File: src/rtl/fcsg_pkg.sv
// ----------------------------------------------------------------------------
// fcsg_pkg
// Shared types and constants for the filled-circle span generator.
// ----------------------------------------------------------------------------
package fcsg_pkg;

  // Largest radius handled; larger requests saturate to it
  localparam int MAX_RADIUS      = 31;
  // Framebuffer geometry used for the byte offset of a span
  localparam int LINE_PIXELS     = 1024;
  localparam int BYTES_PER_PIXEL = 4;
  // Default number of commands buffered between front and back
  localparam int QUEUE_DEPTH     = 2;

  // One circle command
  typedef struct packed {
    logic [9:0] cx;
    logic [9:0] cy;
    logic [4:0] r;
    logic [7:0] red;
    logic [7:0] green;
    logic [7:0] blue;
  } cmd_t;

endpackage

File: src/rtl/fcsg_front.sv
// ----------------------------------------------------------------------------
// fcsg_front
// Accepts circle requests, saturates the radius and pushes the command
// into the queue in front of the span sequencer.
// ----------------------------------------------------------------------------
module fcsg_front (
  input  logic            in_valid,
  output logic            in_ready,
  input  logic [9:0]      centre_x,
  input  logic [9:0]      centre_y,
  input  logic [4:0]      radius,
  input  logic [7:0]      red,
  input  logic [7:0]      green,
  input  logic [7:0]      blue,
  input  logic            q_full,
  output logic            q_push,
  output fcsg_pkg::cmd_t  q_cmd
);

  logic [4:0] r_sat;

  // Saturate the radius to the largest supported value
  assign r_sat = (radius > 5'(fcsg_pkg::MAX_RADIUS)) ? 5'(fcsg_pkg::MAX_RADIUS) : radius;

  // Take a request whenever the queue has room
  assign in_ready = !q_full;
  assign q_push   = in_valid && !q_full;

  // Pack the command
  always_comb begin
    q_cmd.cx    = centre_x;
    q_cmd.cy    = centre_y;
    q_cmd.r     = r_sat;
    q_cmd.red   = red;
    q_cmd.green = green;
    q_cmd.blue  = blue;
  end

endmodule

File: src/rtl/fcsg_queue.sv
// ----------------------------------------------------------------------------
// fcsg_queue
// Small command FIFO that decouples request intake from span generation.
// ----------------------------------------------------------------------------
module fcsg_queue #(
  parameter int DEPTH = fcsg_pkg::QUEUE_DEPTH
) (
  input  logic            clk,
  input  logic            rst,
  input  logic            push,
  input  fcsg_pkg::cmd_t  push_cmd,
  output logic            full,
  input  logic            pop,
  output logic            not_empty,
  output fcsg_pkg::cmd_t  pop_cmd
);

  localparam int PW = (DEPTH > 1) ? $clog2(DEPTH) : 1;
  localparam int CW = $clog2(DEPTH + 1);

  fcsg_pkg::cmd_t mem [DEPTH];
  logic [PW-1:0]  wr_ptr;
  logic [PW-1:0]  rd_ptr;
  logic [CW-1:0]  count;
  logic           do_push;
  logic           do_pop;

  assign full      = (count == CW'(DEPTH));
  assign not_empty = (count != '0);
  assign do_push   = push && !full;
  assign do_pop    = pop && not_empty;
  assign pop_cmd   = mem[rd_ptr];

  // Write the entry at the tail
  always_ff @(posedge clk) begin
    if (do_push) begin
      mem[wr_ptr] <= push_cmd;
    end
  end

  // Advance pointers and occupancy
  always_ff @(posedge clk) begin
    if (rst) begin
      wr_ptr <= '0;
      rd_ptr <= '0;
      count  <= '0;
    end else begin
      if (do_push) begin
        wr_ptr <= (wr_ptr == PW'(DEPTH - 1)) ? '0 : wr_ptr + 1'b1;
      end
      if (do_pop) begin
        rd_ptr <= (rd_ptr == PW'(DEPTH - 1)) ? '0 : rd_ptr + 1'b1;
      end
      if (do_push && !do_pop) begin
        count <= count + 1'b1;
      end else if (do_pop && !do_push) begin
        count <= count - 1'b1;
      end
    end
  end

endmodule

File: src/rtl/fcsg_back.sv
// ----------------------------------------------------------------------------
// fcsg_back
// Span sequencer: walks the height from the radius down to zero, grows the
// half-width one step a cycle until it covers the circle, and emits the lower
// and upper span of each height through an output register.
// ----------------------------------------------------------------------------
module fcsg_back (
  input  logic                clk,
  input  logic                rst,
  input  logic                q_not_empty,
  input  fcsg_pkg::cmd_t      q_cmd,
  output logic                q_pop,
  output logic                out_valid,
  input  logic                out_ready,
  output logic signed [10:0]  span_row,
  output logic signed [11:0]  span_left,
  output logic signed [11:0]  span_right,
  output logic signed [22:0]  start_offset,
  output logic [7:0]          byte_zero,
  output logic [7:0]          byte_one,
  output logic [7:0]          byte_two,
  output logic                last_span
);

  localparam logic [22:0] ROW_STRIDE =
    23'(fcsg_pkg::LINE_PIXELS * fcsg_pkg::BYTES_PER_PIXEL);
  localparam logic [22:0] PIX_STRIDE = 23'(fcsg_pkg::BYTES_PER_PIXEL);

  typedef enum logic [1:0] {
    ST_IDLE,
    ST_SEARCH,
    ST_EMIT_LO,
    ST_EMIT_HI
  } state_t;

  state_t         state;
  fcsg_pkg::cmd_t cmd;
  logic [4:0]     h;
  logic [4:0]     d;
  logic [9:0]     dsq;
  logic [9:0]     need;

  logic           slot_free;
  logic           load;
  logic [10:0]    row_sel;
  logic [11:0]    left_sel;
  logic [11:0]    right_sel;
  logic [22:0]    row_ext;
  logic [22:0]    left_ext;
  logic [22:0]    ofs_sel;
  logic           out_valid_next;

  assign slot_free = !out_valid || out_ready;
  assign q_pop     = (state == ST_IDLE) && q_not_empty;
  assign load      = slot_free && ((state == ST_EMIT_LO) || (state == ST_EMIT_HI));

  // Span geometry for the row being emitted
  always_comb begin
    if (state == ST_EMIT_LO) begin
      row_sel = 11'(cmd.cy) + 11'(h);
    end else begin
      row_sel = 11'(cmd.cy) - 11'(h);
    end
    left_sel  = 12'(cmd.cx) - 12'(d);
    right_sel = 12'(cmd.cx) + 12'(d);
    row_ext   = {{12{row_sel[10]}}, row_sel};
    left_ext  = {{11{left_sel[11]}}, left_sel};
    ofs_sel   = 23'(row_ext * ROW_STRIDE) + 23'(left_ext * PIX_STRIDE);
  end

  assign out_valid_next = load ? 1'b1 : (out_ready ? 1'b0 : out_valid);

  // Sequencer state, search registers and output register
  always_ff @(posedge clk) begin
    if (rst) begin
      state     <= ST_IDLE;
      out_valid <= 1'b0;
    end else begin
      out_valid <= out_valid_next;
      // Load the output payload when the slot frees up
      if (load) begin
        span_row     <= row_sel;
        span_left    <= left_sel;
        span_right   <= right_sel;
        start_offset <= ofs_sel;
        byte_zero    <= cmd.red;
        byte_one     <= cmd.green;
        byte_two     <= cmd.blue;
        last_span    <= (state == ST_EMIT_HI) && (h == '0);
      end
      case (state)
        ST_IDLE: begin
          if (q_not_empty) begin
            cmd   <= q_cmd;
            h     <= q_cmd.r;
            d     <= '0;
            dsq   <= '0;
            need  <= '0;
            state <= ST_SEARCH;
          end
        end
        ST_SEARCH: begin
          // Grow the half-width until its square covers r*r - h*h
          if (dsq < need) begin
            d   <= d + 1'b1;
            dsq <= dsq + 10'({d, 1'b1});
          end else begin
            state <= ST_EMIT_LO;
          end
        end
        ST_EMIT_LO: begin
          if (slot_free) begin
            state <= ST_EMIT_HI;
          end
        end
        ST_EMIT_HI: begin
          if (slot_free) begin
            if (h == '0) begin
              state <= ST_IDLE;
            end else begin
              // r*r - (h-1)^2 = r*r - h*h + 2h - 1
              h     <= h - 1'b1;
              need  <= need + 10'({h, 1'b0}) - 10'd1;
              state <= ST_SEARCH;
            end
          end
        end
        default: begin
          state <= ST_IDLE;
        end
      endcase
    end
  end

`ifndef SYNTHESIS
  // Square register tracks the half-width while a command is active
  a_dsq_track: assert property (@(posedge clk) disable iff (rst)
    (state != ST_IDLE) |-> (dsq == 10'(d) * 10'(d)))
    else $error("half-width square out of step");

  // Half-width at emit is the smallest that covers the row
  a_min_width: assert property (@(posedge clk) disable iff (rst)
    (state == ST_EMIT_LO) |->
      (dsq >= need) && ((d == '0) || (10'(dsq + 10'd1 - 10'({d, 1'b0})) < need)))
    else $error("half-width not minimal");

  // Half-width never exceeds the radius
  a_d_bound: assert property (@(posedge clk) disable iff (rst)
    (state != ST_IDLE) |-> (d <= cmd.r))
    else $error("half-width beyond radius");

  // Final upper span closes the command
  a_last_close: assert property (@(posedge clk) disable iff (rst)
    (state == ST_EMIT_HI && slot_free && h == '0) |=>
      (state == ST_IDLE && out_valid && last_span))
    else $error("command not closed with last span");
`endif

endmodule

File: src/rtl/filled_circle_span_generator_core.sv
// A command's first span passes the queue, the sequencer's command load, the
//   half-width search and the output register. Radius r gives 2*(r+1) spans:
//   the back sequencer takes one half-width search step per cycle, then emits
//   the lower and upper span of each height, one per cycle while out_ready allows.
// Up to QUEUE_DEPTH further requests are taken while a command is in progress.
// Reset (rst, synchronous) empties the queue, idles the sequencer, drops out_valid.
// ----------------------------------------------------------------------------
// filled_circle_span_generator_core
// Turns filled-circle requests into horizontal spans with framebuffer offsets.
// ----------------------------------------------------------------------------
module filled_circle_span_generator_core #(
  parameter int QUEUE_DEPTH = fcsg_pkg::QUEUE_DEPTH
) (
  input  logic                clk,
  input  logic                rst,
  input  logic                in_valid,
  output logic                in_ready,
  input  logic [9:0]          centre_x,
  input  logic [9:0]          centre_y,
  input  logic [4:0]          radius,
  input  logic [7:0]          red,
  input  logic [7:0]          green,
  input  logic [7:0]          blue,
  output logic                out_valid,
  input  logic                out_ready,
  output logic signed [10:0]  span_row,
  output logic signed [11:0]  span_left,
  output logic signed [11:0]  span_right,
  output logic signed [22:0]  start_offset,
  output logic [7:0]          byte_zero,
  output logic [7:0]          byte_one,
  output logic [7:0]          byte_two,
  output logic                last_span
);

  fcsg_pkg::cmd_t push_cmd;
  fcsg_pkg::cmd_t pop_cmd;
  logic           q_push;
  logic           q_full;
  logic           q_pop;
  logic           q_not_empty;

  // Intake and radius saturation
  fcsg_front u_front (
    .in_valid (in_valid),
    .in_ready (in_ready),
    .centre_x (centre_x),
    .centre_y (centre_y),
    .radius   (radius),
    .red      (red),
    .green    (green),
    .blue     (blue),
    .q_full   (q_full),
    .q_push   (q_push),
    .q_cmd    (push_cmd)
  );

  // Command queue
  fcsg_queue #(
    .DEPTH (QUEUE_DEPTH)
  ) u_queue (
    .clk       (clk),
    .rst       (rst),
    .push      (q_push),
    .push_cmd  (push_cmd),
    .full      (q_full),
    .pop       (q_pop),
    .not_empty (q_not_empty),
    .pop_cmd   (pop_cmd)
  );

  // Span sequencer
  fcsg_back u_back (
    .clk          (clk),
    .rst          (rst),
    .q_not_empty  (q_not_empty),
    .q_cmd        (pop_cmd),
    .q_pop        (q_pop),
    .out_valid    (out_valid),
    .out_ready    (out_ready),
    .span_row     (span_row),
    .span_left    (span_left),
    .span_right   (span_right),
    .start_offset (start_offset),
    .byte_zero    (byte_zero),
    .byte_one     (byte_one),
    .byte_two     (byte_two),
    .last_span    (last_span)
  );

endmodule
File: config.mk
export PLATFORM = sky130hd
export DESIGN_NAME = filled_circle_span_generator_core
export DESIGN_NICKNAME = d
export VERILOG_FILES = /design/src/rtl/fcsg_pkg.sv /design/src/rtl/fcsg_front.sv /design/src/rtl/fcsg_queue.sv /design/src/rtl/fcsg_back.sv /design/src/rtl/filled_circle_span_generator_core.sv
export SDC_FILE = /design/constraint.sdc
export NUM_CORES = 1
export LEC_CHECK = 0
export BUFFER_PORTS_ARGS = -buffer_cell sky130_fd_sc_hd__buf_2
export CORE_MARGIN = 2
export CORE_UTILIZATION = 45
export CTS_CLUSTER_DIAMETER = 100
export DETAILED_ROUTE_END_ITERATION = 7
export GPL_TIMING_DRIVEN = 0
export SYNTH_ARGS = -nofsm -noshare
export SYNTH_HDL_FRONTEND = slang
export SYNTH_SLANG_ARGS = --single-unit
File: constraint.sdc
create_clock -name clk -period 16.6 [get_ports clk]
set_clock_uncertainty 0.2 [all_clocks]
set_input_delay 0 -clock clk [delete_from_list [all_inputs] [get_ports clk]]
set_output_delay 0 -clock clk [all_outputs]
set_load 0.05 [all_outputs]
; Yosys cells after proc, flatten, opt, wreduce, memory -nomap -nowiden
; Memories as Yosys holds them, arrays and structs flattened. A register that Yosys moved wholly into a read port is not among the register bits.
; Cells that the tools add are included.
[totals]
ff_bits = 164
mem_bits_rw = 98
out_inout_bits = 85
n_memories = 1
[classes]
add_sub_neg = 14
n_lt_le_gt_ge = 2
eq_ne = 10
muxes = 31
bitwise = 1
n_reduce_logical = 26
[mem_list]
columns = memory, words, word_bits, rd, rd_clocked_by_memory_dff, write_ports, line
row1 = u_queue.mem, 2, 49, 1, 1, 1, fcsg_queue.sv:21  ; fcsg_pkg::cmd_t mem [DEPTH];
[op_table]
columns = op, n
row1 = $mux 10, 4
row2 = $pmux 10 s2, 2
row3 = $mux 5, 6
row4 = $add 23x23->23, 1
row5 = $add 10x5->11, 2
row6 = $sub 10x5->11, 2
row7 = $add 10x6->10, 2
row8 = $pmux 5 s2, 2
row9 = $mux 2, 6
row10 = $mux 11, 1
row11 = $lt 10x10->1, 1
row12 = $reduce_bool 2->1, 5
row13 = $sub 10x1->10 const B, 1
row14 = $mux 1, 9
row15 = $logic_and 1x1->1, 8
row16 = $ne 2x1->1 const B, 4
row17 = $pmux 2 s4, 1
row18 = $reduce_and 4->1, 2
row19 = $eq 2x2->1 const B, 3
row20 = $add 5x1->5 const B, 1
row21 = $gt 5x5->1 const B, 1
row22 = $logic_not 5->1, 1
row23 = $reduce_and 5->1, 1
row24 = $sub 5x1->5 const B, 1
row25 = other kinds (11), 17

; Longest topological paths before layout
[depth]
depth_word = 8
mapped_depth = 17
ltp_nobuf = 17

; Hierarchy
; From an unflattened synthesis, not the netlist that was laid out.
[unflattened]
hier_cells = 799
area_unflattened_um2 = 11494.8
[modules_own_cells]
columns = module, instances, cells_per_inst, area_per_inst_um2
row1 = fcsg_back, 1, 571, 7387.1
row2 = fcsg_queue, 1, 177, 3748.6
row3 = fcsg_front, 1, 51, 359.1

; Worst setup path after synthesis
; OpenSTA, ideal clock, no wires.
[synth_timing]
path_kind = flip-flop to flip-flop
from = register u_back.state[0]
to = register u_back.byte_one[0] (enable)
setup_time_ns = 0.578
t_arrival_ns = 5.430
required_ns = 15.822
setup_slack_ns = 10.392
stages_incl_launch_ff = 6
synth_period_minus_slack_ns = 6.208
path_cell_list = dfxtp_1 inv_1 ha_1 buf_2 nor2_1 nor3_1
[synth_between]
elab_chain_cells = 4
word_cells_on_any_way = 5
[synth_rtl]
columns = item, line
row1 = from (decl), fcsg_back.sv:36  ; state_t state;
row2 = from (signal assigned), fcsg_back.sv:76  ; state <= ST_IDLE;
row3 = from (signal assigned), fcsg_back.sv:99  ; state <= ST_SEARCH;
row4 = from (signal assigned), fcsg_back.sv:108  ; state <= ST_EMIT_LO;
row5 = $eq 2x2->1, fcsg_back.sv:55  ; assign load = slot_free && ((state == ST_EMIT_LO) || (state == ST_EMIT_HI));
row6 = $logic_or 1x1->1 *, fcsg_back.sv:55
row7 = $logic_and 1x1->1 *, fcsg_back.sv:55
row8 = $reduce_and 2->1 (no line) *, n/a
row9 = to (signal assigned), fcsg_back.sv:87  ; byte_one <= cmd.green;
row10 = to (decl), fcsg_back.sv:20  ; output logic [7:0] byte_one,
; Mark *: on every way between the ends. The rest lies on a longest branch, timed or not.
; A chain may end at the register's enable or synchronous reset.

; Worst setup path in the final report
[layout_timing]
from = register u_back.d[2]
to = register u_back.start_offset[22] (data pin)
[layout_between]
elab_chain_cells = 2
[layout_rtl]
columns = item, line
row1 = from (decl), fcsg_back.sv:39  ; logic [4:0] d;
row2 = from (signal assigned), fcsg_back.sv:105  ; d <= d + 1'b1;
row3 = $sub 10x5->11, fcsg_back.sv:64  ; left_sel = 12'(cmd.cx) - 12'(d);
row4 = net u_back.left_sel[10], fcsg_back.sv:46  ; logic [11:0] left_sel;
row5 = $add 23x23->23, fcsg_back.sv:68  ; ofs_sel = 23'(row_ext * ROW_STRIDE) + 23'(left_ext * PIX_STRIDE);
row6 = net u_back.ofs_sel[22], fcsg_back.sv:50  ; logic [22:0] ofs_sel;
row7 = to (signal assigned), fcsg_back.sv:85  ; start_offset <= ofs_sel;
row8 = to (decl), fcsg_back.sv:18  ; output logic signed [22:0] start_offset,
; The timed path passes the listed nets, and every way through them passes these cells.

==> results by stage <==
Setup path:
- The data required time of the worst path is between 15000 and 20000 ps.
- The timing startpoint of the critical path is u_back.d[2].
- The biggest cell delay along the critical path is around 1000 ps.
- The slowest library cell on the worst path is sky130_fd_sc_hd__nor3_2.
- The register-to-register setup slack is 11740 ps.
- The data arrival at the endpoint of the critical path is between 4000 and 5000 ps.
- The critical path start-end classification is flip-flop to flip-flop.
- The signal on the critical path passes through inv_1 -> ha_1 -> nor2b_1 -> o21ai_0 -> a21boi_0 -> nor3_2 -> ha_1 -> fa_1 -> a211oi_1 -> o21ai_0 -> nand2_1 -> o21ai_0 -> xor2_1 -> xor2_1.
- The maximum fanout encountered on the critical timing path is 13.
- The type of element launching the critical path is a flip-flop.
- The critical register-to-register path startpoint is u_back.d[2].
- Counting stages on the worst path, the most repeated cell is sky130_fd_sc_hd__o21ai_0.
- The endpoint class of the critical path is a flip-flop.

Yosys:
- The synthesized design spends more area on one cell type than any other, namely sky130_fd_sc_hd__edfxtp_1.
- Yosys printed 0 warnings.
- The area share of the largest cell type after synthesis is 0.652.
- In this run the cell area of the synthesized design comes to roughly 0.011 mm2.
- The post-synthesis area per instance is between 10 and 15 um2.
- The most numerous cell in the Yosys netlist is sky130_fd_sc_hd__edfxtp_1.
- By count the netlist is led by sky130_fd_sc_hd__edfxtp_1, sky130_fd_sc_hd__ha_1, sky130_fd_sc_hd__inv_1, sky130_fd_sc_hd__mux2_2, sky130_fd_sc_hd__nor2_1.
- The number of instances in the synthesized netlist is 746.
- In this run, synthesis inferred between 200 and 250 flip-flops with an integrated enable.
- The post-synthesis cell type count is 56.
- The number of synthesized register bits is approximately 250.
- After synthesis, the cell types taking the most area are sky130_fd_sc_hd__edfxtp_1, sky130_fd_sc_hd__ha_1, sky130_fd_sc_hd__mux2_2, sky130_fd_sc_hd__xnor2_1, sky130_fd_sc_hd__inv_1.
- Of the synthesized area, sequential elements account for 0.667.
- For this run, the leading register cell type out of synthesis is sky130_fd_sc_hd__edfxtp_1.
- The fraction of synthesis flops using an asynchronous set or reset pin is 0.

STA:
- The final setup slack of the worst path is approximately 12000 ps.
- Counting I/O delays and the setup requirement, the final critical path takes 4860 ps.
- The final setup TNS is 0 ps.
- Setup repair after global routing left no endpoint under its margin.
- The final-report setup violation count is 0.
- The relative slew slack is 0.205.
- The achievable frequency is 206 MHz.
- The pin slew with the least headroom to its limit is between 1000 and 1500 ps.
- The post-route clock period utilization is 0.293.
- The final number of max-transition violations is 0.
- The number of hold-slack violations in the final timing report is 0.
- The tightest hold path in the finished design has a slack of roughly 17 ps.

Power:
- The worst-case IR drop observed on VDD is approximately 0.00011 V.
- The post-route total power is ~2.6 mW.
- Summed over all nets, the switching power comes to roughly 0.98 mW.
- Power spread over the standard cell area amounts to roughly 190 mW/mm2.
- Of the total power, the share spent switching nets is 0.373.
- In this run the static leakage power is around 5.4 nW.
- Of the total power, combinational logic draws 0.422.
- The part of the power in registers is 0.374.
- The internal power is 1.64 mW.
- The share of total power in the clock network is 0.204.

Global routing:
- The total congestion overflow is 0.
- The via count of the first global-routing pass came to ~6700.
- The total track usage is 0.163.
- The initial antenna violation count is 0.
- The first-pass GRT wire length is ~33000 um.
- The pin count of the biggest net entering global routing is 27.

Clocking:
- The total clock buffers created by CTS is 26.
- The root buffer cell chosen for the clock tree is sky130_fd_sc_hd__clkbuf_16.
- CTS built an H-tree with a depth of 1.
- The number of clock sinks is between 200 and 250.
- Hold repair after CTS inserted 97 buffers.
- TritonCTS built the clock tree.
- Clock-pin slew was measured on the worst setup and hold paths at 60 ps.
- The clock passes through at most 3 buffers.
- The later pin in the worst-skew pair is clocked with a latency of between 500 and 600 ps.
- Gates resized during post-CTS repair numbered 0.
- The number of buffers added for setup after CTS is 0.

Outcome:
- The run finished with clean final reports.

Die:
- The core region is between 0.02 and 0.025 mm2.
- After floorplanning, the core was divided into 57 placement rows.
- For this design the top-level I/O count stands at approximately 140.
- The die is ~160 um wide.
- The die is between 150 and 200 um tall.
- The die covers around 0.026 mm2.
- The initial cell density of the core is 0.456.

Layout:
- The area added between synthesis and finish is 27.0%.
- The share of layout cells above drive strength 1 is 0.243.
- For this run, the post-layout net count is 1137.
- The number of antenna diodes in the final layout is 0.
- Excluding fillers, the count of instances in the completed layout stands at 1351.

Routing:
- The per-cell via count in the routed design is between 4 and 5.
- The average wire per cell in the routed design is 15.5 um.
- In this run the remaining antenna-violating nets after routing total 0.
- The overall routed net length is approximately 21000 um.
- The starting DRC count in detailed routing is about 260.
- For this run, design rule violations remaining after detail routing come to 0.
- The total number of vias is about 6600.
- The number of iterations in the first detailed-routing pass is 4.

Placement:
- The HPWL after detailed placement is approximately 14000 um.
- The congestion estimate from routability-driven global placement came to between 0.8 and 0.9.
- Input and output buffers added on the ports amount to ~130.
- The total placed cells including tap cells is between 1000 and 1500.
- The setup slack at placement is about 12000 ps.

Hold path:
- The worst min-delay path class is primary input to flip-flop.
- The worst min-delay path startpoint is centre_x[2].

Flow run:
- The max-capacitance violation count is 0.
## stage by stage
| step | util | cell area (um2) |
|---|---|---|
| after floorplan | - | 11100 |
| after global placement | 0.499 | 12100 |
| after detailed placement | 0.507 | 12300 |
| after CTS | 0.579 | 14000 |
| after global routing | 0.579 | 14000 |
| final | 0.579 | 14000 |
## metal layers
layer	wire, um	track usage	vias up
li1	-	-	3256
met1	8870	0.195	3135
met2	10500	0.296	130
met3	975	0.0367	32
met4	518	0.0442	0
met5	0	0	-
## placed cells by master (no fill, tap or decap), drive strengths merged, types with 8 or more instances in the layout
master,count
nor3,19
mux2,46
dfxtp,8
clkbuf,49
dlygate4sd3,97
nor2,45
ha,66
nor2b,9
buf,156
xnor2,31
nand2b,8
a21oi,27
nand2,23
clkinv,9
xor2,18
o21ai,24
edfxtp,240
inv,57
## area by class of cell
| type | count | area [um2] |
|---|---|---|
| buffer | 32 | 185 |
| sequential | 248 | 7370 |
| clock inverter | 9 | 100 |
| multi-input combinational | 410 | 3320 |
| fill | 1970 | 10200 |
| timing repair buffer | 236 | 1760 |
| inverter | 58 | 218 |
| clock buffer | 34 | 681 |
| tap | 324 | 405 |
## power by group through the flow
stage	Combinational (mW)	Sequential (mW)	Clock, mW
4_1_cts	1.12	0.983	0.548
6_report	1.11	0.982	0.535
3_5_place_dp	1.09	0.995	0
2_1_floorplan	0.708	1.10	0
3_3_place_gp	1.06	1.01	0
5_1_grt	1.23	0.998	0.571
## worst max-delay path: cells and delay by family (launching register included)
kind | cells | cell delay, ps
adder cells (fa/ha/maj) | 3 | 950
flip-flops | 1 | 480
XOR/XNOR | 2 | 290
buffers and inverters | 1 | 70
AO/OA/AOI/OAI | 5 | 1290
AND/OR/NAND/NOR | 3 | 1260
## path summary, 6_finish.rpt
path	cells past startpoint	end
hold reg to reg	0	u_back.byte_one[3]
hold / removal	2	u_queue.mem[0][41]
setup reg to reg	14	u_back.start_offset[22]
setup / recovery	14	u_back.start_offset[22]
## cell families after synthesis
logic type                 Yosys count  synth area share
DFF                                248             0.667
and+or+nand+nor                    132            0.0597
AOI/OAI and AO/OA                  102            0.0602
buffers and inverters               90            0.0365
adders and majority gates           72            0.0856
muxes                               52            0.0523
xor gates and xnor gates            49            0.0388
other                                1          0.000339
## state kept, by name, summed over array words and instances (netlist names), 10 cells and up, named ones only
register	flops
u_queue.mem	98
u_back.cmd	44
u_back.span_right	11
u_back.span_row	11
u_back.start_offset	11
u_back.dsq	10
u_back.need	10
u_back.span_left	10
Power figures use the tool's default switching activity.
